### src/hw/rtl/scs_pkg.sv
// Package for the source comment and string scanner.
// Holds scan modes, result kinds, character codes, result structs and helpers.
// Depends on nothing.
package scs_pkg;

   localparam int MAX_STRING_LEN_DEFAULT = 1024;
   localparam int LEN_W = 11;
   localparam logic [LEN_W-1:0] LEN_MAX = 11'd2047;
   localparam int FIFO_DEPTH = 4;
   localparam int FIFO_PTR_W = 2;
   localparam int FIFO_LVL_W = 3;

   typedef enum logic [3:0] {
      MODE_CODE  = 4'd0,
      MODE_SLASH = 4'd1,
      MODE_LINE  = 4'd2,
      MODE_BLOCK = 4'd3,
      MODE_BSTAR = 4'd4,
      MODE_STR   = 4'd5,
      MODE_ESC   = 4'd6,
      MODE_HEX1  = 4'd7,
      MODE_HEX2  = 4'd8
   } scs_mode_type;

   localparam logic [1:0] KIND_CODE  = 2'd0;
   localparam logic [1:0] KIND_BODY  = 2'd1;
   localparam logic [1:0] KIND_CLOSE = 2'd2;
   localparam logic [1:0] KIND_EOS   = 2'd3;

   localparam logic [7:0] CH_TAB    = 8'h09;
   localparam logic [7:0] CH_LF     = 8'h0A;
   localparam logic [7:0] CH_CR     = 8'h0D;
   localparam logic [7:0] CH_SPACE  = 8'h20;
   localparam logic [7:0] CH_DQUOTE = 8'h22;
   localparam logic [7:0] CH_DOLLAR = 8'h24;
   localparam logic [7:0] CH_SQUOTE = 8'h27;
   localparam logic [7:0] CH_STAR   = 8'h2A;
   localparam logic [7:0] CH_SLASH  = 8'h2F;
   localparam logic [7:0] CH_ZERO   = 8'h30;
   localparam logic [7:0] CH_BSLASH = 8'h5C;
   localparam logic [7:0] CH_LO_N   = 8'h6E;
   localparam logic [7:0] CH_LO_R   = 8'h72;
   localparam logic [7:0] CH_LO_T   = 8'h74;
   localparam logic [7:0] CH_LO_X   = 8'h78;
   localparam logic [7:0] CH_UP_X   = 8'h58;

   typedef struct packed {
      logic [7:0]  char_out;
      logic [1:0]  kind;
      logic        separated;
      logic [15:0] line_number;
      logic        string_too_long;
      logic        last;
   } scs_result_type;

   // up to two results come out of one request
   typedef struct packed {
      logic [1:0]                count;
      scs_result_type [1:0]      res;
   } scs_push_type;

   function automatic logic is_space(input logic [7:0] c);
      return (c == CH_SPACE) || (c >= CH_TAB && c <= CH_CR);
   endfunction

   function automatic logic [3:0] hex_val(input logic [7:0] c);
      logic [7:0] d;
      d = 8'h00;
      if (c >= 8'h30 && c <= 8'h39) d = c - 8'h30;
      else if (c >= 8'h41 && c <= 8'h46) d = c - 8'h37;
      else if (c >= 8'h61 && c <= 8'h66) d = c - 8'h57;
      return d[3:0];
   endfunction

endpackage

### src/hw/rtl/scs_core.sv
// Scanner core: mode register, counters and the one-step decode logic.
// Produces up to two results per request. Depends on scs_pkg.
module scs_core
   import scs_pkg::*;
#(
   parameter int MAX_STRING_LEN = MAX_STRING_LEN_DEFAULT
) (
   input  logic         clock,
   input  logic         reset,
   input  logic         go,
   input  logic [7:0]   char_in,
   input  logic         end_of_source,
   output scs_push_type push
);

   localparam logic [LEN_W-1:0] MaxLen = LEN_W'(MAX_STRING_LEN);

   scs_mode_type     mode_ff, mode_in;
   logic             dq_ff, dq_in;
   logic [3:0]       hex_ff, hex_in;
   logic [LEN_W-1:0] len_ff, len_in;
   logic [15:0]      line_ff, line_in;
   logic             gap_ff, gap_in;
   logic             sgap_ff, sgap_in;

   scs_result_type [1:0] res_v;
   logic [1:0]           n_v;
   logic                 do_code, code_gap, line_inc, tl;

   function automatic scs_result_type mk(input logic [7:0] c, input logic [1:0] k,
                                         input logic s, input logic t,
                                         input logic [15:0] ln);
      scs_result_type r;
      r.char_out = c;
      r.kind = k;
      r.separated = s;
      r.line_number = ln;
      r.string_too_long = t;
      r.last = 1'b0;
      return r;
   endfunction

   always_comb begin
      mode_in  = mode_ff;
      dq_in    = dq_ff;
      hex_in   = hex_ff;
      len_in   = len_ff;
      line_in  = line_ff;
      gap_in   = gap_ff;
      sgap_in  = sgap_ff;
      res_v    = '0;
      n_v      = 2'd0;
      do_code  = 1'b0;
      code_gap = gap_ff;
      line_inc = 1'b0;
      tl       = (len_ff >= MaxLen);

      if (end_of_source) begin
         if (mode_ff == MODE_SLASH) begin
            res_v[0] = mk(CH_SLASH, KIND_CODE, sgap_ff, 1'b0, line_ff);
            n_v = 2'd1;
         end
         res_v[n_v[0]] = mk(8'h00, KIND_EOS, 1'b0, 1'b0, line_ff);
         n_v = n_v + 2'd1;
      end else begin
         case (mode_ff)
            MODE_SLASH: begin
               sgap_in = 1'b0;
               if (char_in == CH_SLASH || char_in == CH_DOLLAR) begin
                  mode_in = MODE_LINE;
                  gap_in  = 1'b1;
               end else if (char_in == CH_STAR) begin
                  mode_in = MODE_BLOCK;
                  gap_in  = 1'b1;
               end else begin
                  res_v[0] = mk(CH_SLASH, KIND_CODE, sgap_ff, 1'b0, line_ff);
                  n_v      = 2'd1;
                  gap_in   = 1'b0;
                  mode_in  = MODE_CODE;
                  code_gap = 1'b0;
                  do_code  = 1'b1;
               end
            end
            MODE_LINE: begin
               if (char_in == CH_LF) begin
                  line_inc = 1'b1;
                  mode_in  = MODE_CODE;
                  gap_in   = 1'b1;
               end
            end
            MODE_BLOCK, MODE_BSTAR: begin
               if (mode_ff == MODE_BSTAR && char_in == CH_SLASH) begin
                  mode_in = MODE_CODE;
                  gap_in  = 1'b1;
               end else begin
                  line_inc = (char_in == CH_LF);
                  mode_in  = (char_in == CH_STAR) ? MODE_BSTAR : MODE_BLOCK;
               end
            end
            MODE_STR: begin
               if (char_in == (dq_ff ? CH_DQUOTE : CH_SQUOTE)) begin
                  res_v[0] = mk(char_in, KIND_CLOSE, 1'b0, tl, line_ff);
                  n_v      = 2'd1;
                  len_in   = '0;
                  mode_in  = MODE_CODE;
               end else if (char_in == CH_BSLASH) begin
                  mode_in = MODE_ESC;
               end else begin
                  res_v[0] = mk(char_in, KIND_BODY, 1'b0, tl, line_ff);
                  n_v      = 2'd1;
               end
            end
            MODE_ESC: begin
               mode_in = MODE_STR;
               case (char_in)
                  CH_LO_T:   res_v[0] = mk(CH_TAB, KIND_BODY, 1'b0, tl, line_ff);
                  CH_LO_N:   res_v[0] = mk(CH_LF, KIND_BODY, 1'b0, tl, line_ff);
                  CH_LO_R:   res_v[0] = mk(CH_CR, KIND_BODY, 1'b0, tl, line_ff);
                  CH_BSLASH: res_v[0] = mk(CH_BSLASH, KIND_BODY, 1'b0, tl, line_ff);
                  CH_DQUOTE: res_v[0] = mk(CH_DQUOTE, KIND_BODY, 1'b0, tl, line_ff);
                  CH_SQUOTE: res_v[0] = mk(CH_SQUOTE, KIND_BODY, 1'b0, tl, line_ff);
                  CH_ZERO:   res_v[0] = mk(8'h00, KIND_BODY, 1'b0, tl, line_ff);
                  default:   res_v[0] = '0;
               endcase
               case (char_in)
                  CH_LO_T, CH_LO_N, CH_LO_R, CH_BSLASH, CH_DQUOTE, CH_SQUOTE,
                  CH_ZERO:          n_v = 2'd1;
                  CH_LO_X, CH_UP_X: mode_in = MODE_HEX1;
                  default:          n_v = 2'd0;
               endcase
            end
            MODE_HEX1: begin
               hex_in  = hex_val(char_in);
               mode_in = MODE_HEX2;
            end
            MODE_HEX2: begin
               res_v[0] = mk({hex_ff, hex_val(char_in)}, KIND_BODY, 1'b0, tl, line_ff);
               n_v      = 2'd1;
               mode_in  = MODE_STR;
            end
            default: begin
               mode_in = MODE_CODE;
               do_code = 1'b1;
            end
         endcase

         // every body byte bumps the saturating length
         if (n_v == 2'd1 && res_v[0].kind == KIND_BODY && len_ff < LEN_MAX)
            len_in = len_ff + LEN_W'(1);

         if (do_code) begin
            if (is_space(char_in)) begin
               gap_in   = 1'b1;
               line_inc = (char_in == CH_LF);
            end else if (char_in == CH_SLASH) begin
               sgap_in = code_gap;
               gap_in  = 1'b0;
               mode_in = MODE_SLASH;
            end else begin
               res_v[n_v[0]] = mk(char_in, KIND_CODE, code_gap, 1'b0, line_ff);
               n_v    = n_v + 2'd1;
               gap_in = 1'b0;
               if (char_in == CH_DQUOTE || char_in == CH_SQUOTE) begin
                  dq_in   = (char_in == CH_DQUOTE);
                  len_in  = '0;
                  mode_in = MODE_STR;
               end
            end
         end

         if (line_inc && line_ff != 16'hFFFF) line_in = line_ff + 16'd1;
      end

      if (n_v == 2'd1) res_v[0].last = 1'b1;
      if (n_v == 2'd2) res_v[1].last = 1'b1;

      if (end_of_source) begin
         mode_in = MODE_CODE;
         dq_in   = 1'b0;
         hex_in  = 4'd0;
         len_in  = '0;
         line_in = 16'd1;
         gap_in  = 1'b0;
         sgap_in = 1'b0;
      end
   end

   assign push.count = go ? n_v : 2'd0;
   assign push.res   = res_v;

   always_ff @(posedge clock) begin
      if (reset) begin
         mode_ff <= MODE_CODE;
         dq_ff   <= 1'b0;
         hex_ff  <= 4'd0;
         len_ff  <= '0;
         line_ff <= 16'd1;
         gap_ff  <= 1'b0;
         sgap_ff <= 1'b0;
      end else if (go) begin
         mode_ff <= mode_in;
         dq_ff   <= dq_in;
         hex_ff  <= hex_in;
         len_ff  <= len_in;
         line_ff <= line_in;
         gap_ff  <= gap_in;
         sgap_ff <= sgap_in;
      end
   end

`ifndef SYNTHESIS
   a_eos_resets: assert property (@(posedge clock) disable iff (reset)
      go && end_of_source |=> mode_ff == MODE_CODE && line_ff == 16'd1 && len_ff == '0)
      else $error("end of source did not restore reset state");
   a_pair_is_slash: assert property (@(posedge clock) disable iff (reset)
      push.count == 2'd2 |-> push.res[0].kind == KIND_CODE && push.res[0].char_out == CH_SLASH)
      else $error("two results without a flushed slash");
   a_last_final: assert property (@(posedge clock) disable iff (reset)
      push.count == 2'd2 |-> !push.res[0].last && push.res[1].last)
      else $error("last flag not on final result");
`endif

endmodule

### src/hw/rtl/scs_fifo.sv
// Result queue: takes zero, one or two results a cycle, gives one a cycle on pop.
// Small register array with read and write pointers. Depends on scs_pkg.
module scs_fifo
   import scs_pkg::*;
(
   input  logic                  clock,
   input  logic                  reset,
   input  scs_push_type          push,
   input  logic                  pop,
   output scs_result_type        head,
   output logic                  not_empty,
   output logic [FIFO_LVL_W-1:0] level
);

   scs_result_type          mem [FIFO_DEPTH];
   logic [FIFO_PTR_W-1:0]   wr_ff, wr_in, rd_ff, rd_in;
   logic [FIFO_LVL_W-1:0]   lvl_ff, lvl_in;

   always_comb begin
      wr_in  = wr_ff + FIFO_PTR_W'(push.count);
      rd_in  = rd_ff + FIFO_PTR_W'(pop);
      lvl_in = lvl_ff + FIFO_LVL_W'(push.count) - FIFO_LVL_W'(pop);
   end

   always_ff @(posedge clock) begin
      if (push.count != 2'd0) mem[wr_ff] <= push.res[0];
      if (push.count == 2'd2) mem[wr_ff + FIFO_PTR_W'(1)] <= push.res[1];
   end

   always_ff @(posedge clock) begin
      if (reset) begin
         wr_ff  <= '0;
         rd_ff  <= '0;
         lvl_ff <= '0;
      end else begin
         wr_ff  <= wr_in;
         rd_ff  <= rd_in;
         lvl_ff <= lvl_in;
      end
   end

   assign head      = mem[rd_ff];
   assign not_empty = (lvl_ff != '0);
   assign level     = lvl_ff;

`ifndef SYNTHESIS
   a_level_bound: assert property (@(posedge clock) disable iff (reset)
      lvl_ff <= FIFO_LVL_W'(FIFO_DEPTH))
      else $error("queue level out of range");
   a_no_overflow: assert property (@(posedge clock) disable iff (reset)
      push.count != 2'd0 |->
         (4'(lvl_ff) + 4'(push.count) - 4'(pop)) <= 4'(FIFO_DEPTH))
      else $error("queue overflow");
   a_no_underflow: assert property (@(posedge clock) disable iff (reset)
      pop |-> lvl_ff != '0)
      else $error("pop from empty queue");
`endif

endmodule

### src/hw/rtl/source_comment_and_string_scanner.sv
// Source comment and string scanner, top level.
// Flow: a request is held in the input register, decoded by the core when the
// queue has room, and its responses are written to the queue behind rsp_valid.
// Throughput: one request per cycle while the four-entry response queue has two
// free slots; a request that flushes a held slash gives two responses.
// Reset: synchronous; code mode, line 1, queue and input register empty.
module source_comment_and_string_scanner
   import scs_pkg::*;
#(
   parameter int MAX_STRING_LEN = MAX_STRING_LEN_DEFAULT
) (
   input  logic        clock,
   input  logic        reset,
   input  logic        req_valid,
   output logic        req_ready,
   input  logic [7:0]  req_char_in,
   input  logic        req_end_of_source,
   output logic        rsp_valid,
   input  logic        rsp_ready,
   output logic [7:0]  rsp_char_out,
   output logic [1:0]  rsp_kind,
   output logic        rsp_separated,
   output logic [15:0] rsp_line_number,
   output logic        rsp_string_too_long,
   output logic        rsp_last
);

   // input register stage
   logic       in_valid_ff;
   logic [7:0] in_char_ff;
   logic       in_eos_ff;

   logic                  go;
   logic                  pop;
   scs_push_type          push;
   scs_result_type        head;
   logic [FIFO_LVL_W-1:0] level;

   // the decode step may push two responses, so it needs two free slots
   assign go        = in_valid_ff && (level <= FIFO_LVL_W'(FIFO_DEPTH - 2));
   assign req_ready = !in_valid_ff || go;
   assign pop       = rsp_valid && rsp_ready;

   always_ff @(posedge clock) begin
      if (reset) begin
         in_valid_ff <= 1'b0;
      end else if (req_ready) begin
         in_valid_ff <= req_valid;
      end
   end

   // payload needs no reset
   always_ff @(posedge clock) begin
      if (req_valid && req_ready) begin
         in_char_ff <= req_char_in;
         in_eos_ff  <= req_end_of_source;
      end
   end

   scs_core #(
      .MAX_STRING_LEN(MAX_STRING_LEN)
   ) u_core (
      .clock         (clock),
      .reset         (reset),
      .go            (go),
      .char_in       (in_char_ff),
      .end_of_source (in_eos_ff),
      .push          (push)
   );

   scs_fifo u_fifo (
      .clock     (clock),
      .reset     (reset),
      .push      (push),
      .pop       (pop),
      .head      (head),
      .not_empty (rsp_valid),
      .level     (level)
   );

   assign rsp_char_out        = head.char_out;
   assign rsp_kind            = head.kind;
   assign rsp_separated       = head.separated;
   assign rsp_line_number     = head.line_number;
   assign rsp_string_too_long = head.string_too_long;
   assign rsp_last            = head.last;

endmodule
### config.mk
export PLATFORM = sky130hd
export DESIGN_NAME = source_comment_and_string_scanner
export DESIGN_NICKNAME = d
export VERILOG_FILES = /design/src/hw/rtl/scs_pkg.sv /design/src/hw/rtl/scs_core.sv /design/src/hw/rtl/scs_fifo.sv /design/src/hw/rtl/source_comment_and_string_scanner.sv
export SDC_FILE = /design/constraint.sdc
export NUM_CORES = 1
export LEC_CHECK = 0
export BUFFER_PORTS_ARGS = -buffer_cell sky130_fd_sc_hd__buf_4
export CORE_ASPECT_RATIO = 1.1
export CORE_MARGIN = 2
export CORE_UTILIZATION = 54
export CTS_BUF_LIST = sky130_fd_sc_hd__clkbuf_8
export CTS_CLUSTER_DIAMETER = 40
export DETAILED_ROUTE_END_ITERATION = 12
export PLACE_DENSITY = 0.82
export SKIP_CTS_REPAIR_TIMING = 1
export SLEW_MARGIN = 15
export SYNTH_ARGS = -nofsm -noshare
export SYNTH_HDL_FRONTEND = slang
export SYNTH_SLANG_ARGS = --single-unit
### constraint.sdc
create_clock -name clock -period 6.05 [get_ports clock]
set_input_delay 0.3025 -clock clock [delete_from_list [all_inputs] [get_ports clock]]
set_output_delay 0.3025 -clock clock [all_outputs]
set_load 0.01 [all_outputs]
==> flow_summary.ini <==
[status]
status = finished clean

[final_layout]
diodes = 0
nets = 865
regArea_sq_mm = 0.00468
syn_to_final_growth_pct = 11.2
final.fill_count = 1247
multi_input_area_sq_mm = 0.00387
drive_above_1_share = 0.159

[routing]
routedWlPerCell_um = 19.3
ant_nets = 0
drt_pass1_iterations = 6
wl_um = 20300
drc_errors = 0
vias_per_cell = 6.24
drtIter0Drc = 648
num_vias = 6559

[yosys]
synth_top_area_frac = 0.427
synthTopCellsByArea = edfxtp_1 43%, dfxtp_1 10%, mux4_2 7.4%
ys_async_sr_fraction = 0
ys_warn_count = 0
yosys_register_bits = 171
synth_nets = 834
synth.distinct_cells = 78
synth_seq_area_share = 0.532
syn_area_per_cell_sq_um = 10.9
syn_area_sq_mm = 0.00879
syn_inst = 807
synth_ff_type = edfxtp_1
synth_edf_count = 125
yosys.area.top_type = edfxtp_1

[global_route]
gr-usage-all-layers = 0.241
grt_pass1_wl_um = 32300
overflow = 0
antenna_found_initial = 0
first_global_vias = 6119
grt_max_degree = 31

[pwr]
pwr-share-comb = 0.200
p_sw_frac = 0.308
p_sw_mw = 0.862
clock_power_share = 0.297
cell_internal_pwr_mw = 1.94
power_leakage_nw = 3.54
powerDensity_mw_per_mm2 = 286
peakVddDrop_v = 0.000136
p_seq_frac = 0.503

[timing]
fmax_ghz = 0.193
tightest_slew_ps = 861
holdWs_ps = 50.7
tns_ps = 0
drv_slew = 0
max_slew_margin = 0.424
finalHoldViolCount = 0
fin_crit_sh = 0.858
setup_viol = 0
min_period_ps = 5190
skew_ps = 18.1
rsz0062_at_grt = no

[critical_path]
worst_ep_required_time_ps = 6230
crit_family = compound AO/OA/AOI/OAI gates
path_common_cell = inv_1
critPathMaxStageDelay_ps = 860
worstSetupEndpointType = register
start_kind = register
path_cells = inv_1 -> nor3_1 -> nand2b_1 -> nand3_1 -> nor2_1 -> inv_1 -> ha_1 -> inv_1 -> o41a_1 -> o32ai_1 -> a21oi_1 -> o21ai_2 -> buf_4
crit_fanout = 24
critical_path_buf_inv_count = 4
crit_type = register to register
arrival_ps = 5380
slowest_stage = edfxtp_1

[floorplan]
io_pins = 44
initial_utilization = 0.557
die_h_um = 138
chipWidth_um = 126
die-area_sq_mm = 0.0173
rows = 48
core_sq_mm = 0.0158

[placed_design]
gp_congestion = 0.930
port_buffers = 43
dp_hpwl_um = 14000

[clocking]
numClockSinks = 171
cts_tree = done
clock_latency_ps = 500
root_buffer = clkbuf_8
cts.path.max_buffers = 2
path_clk_slew_ps = 110
cts_buffers = 17
htreeDepth = 4

[hold_path]
hold_path_class = primary input to register

[flow_run]
max-cap-violations = 0
metal layers:
layer	routed length (um)	GRT usage	vias to the layer above
met1	8890	0.329	3204
met2	9900	0.396	256
li1	-	-	3072
met3	1190	0.0408	27
met4	326	0.0815	0
met5	0	0	-
tightest hold or removal path: stages:
cell and delay [ps]:
buf_4 110, inv_1 40, a21oi_1 50
cell usage after synthesis, types with 10 or more instances:
cell type    n
xnor2_1     14
nand2b_1    13
a21oi_1     30
buf_2       12
nand2_1     77
ha_1        13
edfxtp_1   125
and3_1      12
dfxtp_1     46
mux4_2      29
a31oi_1     11
nor2_1     118
nand3_1     30
o21ai_1     11
clkbuf_1    36
nor3_1      12
o21ai_0     38
inv_1       15
and2_1      10
mux2i_1     14
area by class of cell:
| type | count | area share |
|---|---|---|
| Multi-Input combinational cell | 570 | 0.396 |
| Clock buffer | 17 | 0.0239 |
| Clock inverter | 15 | 0.0193 |
| Inverter | 15 | 0.00576 |
| Sequential cell | 171 | 0.479 |
| Tap cell | 200 | 0.0256 |
| Timing Repair Buffer | 63 | 0.0507 |
cells by family after synthesis:
| group | count (synthesis) | synth area share |
|---|---|---|
| xor+xnor | 21 | 0.0209 |
| simple gates | 335 | 0.185 |
| buf+inv | 66 | 0.0312 |
| mux | 44 | 0.0915 |
| compound gates | 156 | 0.119 |
| flops | 171 | 0.532 |
| fa+ha+maj | 14 | 0.0208 |
sequential cells by signal (all words and copies together), names as in the netlist:
| register | cells |
|---|---|
| u_core.gap_ff | 1 |
| u_fifo.mem | 116 |
| u_core.hex_ff | 4 |
| u_fifo.level | 3 |
| u_core.mode_ff | 4 |
| in_char_ff | 8 |
| in_eos_ff | 1 |
| u_core.line_ff | 16 |
| u_fifo.rd_ff | 2 |
| u_core.sgap_ff | 1 |
| u_core.dq_ff | 1 |
| u_fifo.wr_ff | 2 |
| in_valid_ff | 1 |
| u_core.len_ff | 11 |
cell usage in the layout, fill, tap and decap left out, types with 4 or more instances in the layout:
cell and n:
a211oi_1 6, a21oi_1 30, a22o_1 4, a31oi_1 11, a32oi_1 4, and2_1 10, and3_1 12, buf_4 54
clkbuf_8 17, clkinv_8 6, dfxtp_1 45, dlygate4sd3_1 9, edfxtp_1 125, ha_1 13, inv_1 15, mux2i_1 14
mux4_2 29, nand2_1 77, nand2b_1 13, nand3_1 30, nand3b_1 4, nand4_1 9, nor2_1 118, nor2b_1 7
nor3_1 11, nor3_2 4, nor4_1 8, o2111a_1 5, o21ai_0 37, o21ai_1 11, o31ai_1 5, or3_1 9
xnor2_1 14, xor2_1 7
power groups by stage:
stage	clock (mW)	combinational (mW)	sequential, mW
after floorplan	0	0.413	1.36
after global placement	0	0.550	1.44
after detailed placement	0	0.555	1.44
after CTS	0.835	0.560	1.41
after global routing	0.881	0.602	1.43
final	0.831	0.559	1.41
per-stage QoR:
step | util | worst slack [ps] | area, sq um | total power [mW] | instances
after floorplan | - | 275 | 8790 | 1.77 | 807
after global placement | 0.586 | 1090 | 9260 | 1.99 | 1010
after detailed placement | 0.586 | 971 | 9260 | 1.99 | 1010
after CTS | 0.613 | 896 | 9680 | 2.81 | 1042
after global routing | 0.619 | 360 | 9770 | 2.91 | 1051
final | 0.619 | 857 | 9770 | 2.80 | 1051
final timing paths:
| path | cells after the start | startpoint | slack (ps) | endpoint |
|---|---|---|---|---|
| worst max-delay path | 13 | in_char_ff[2]$_DFFE_PP_ | 860 | u_fifo.mem[2][17]$_DFFE_PP_ |
| worst min-delay path | 3 | req_valid | 50 | in_valid_ff$_SDFFE_PP0N_ |
| worst max register to register | 13 | in_char_ff[2]$_DFFE_PP_ | 860 | u_fifo.mem[2][17]$_DFFE_PP_ |
| worst min register to register | 2 | u_core.sgap_ff$_SDFFE_PP0P_ | 480 | u_core.sgap_ff$_SDFFE_PP0P_ |
Note: power is estimated with default switching activity, not from simulation.
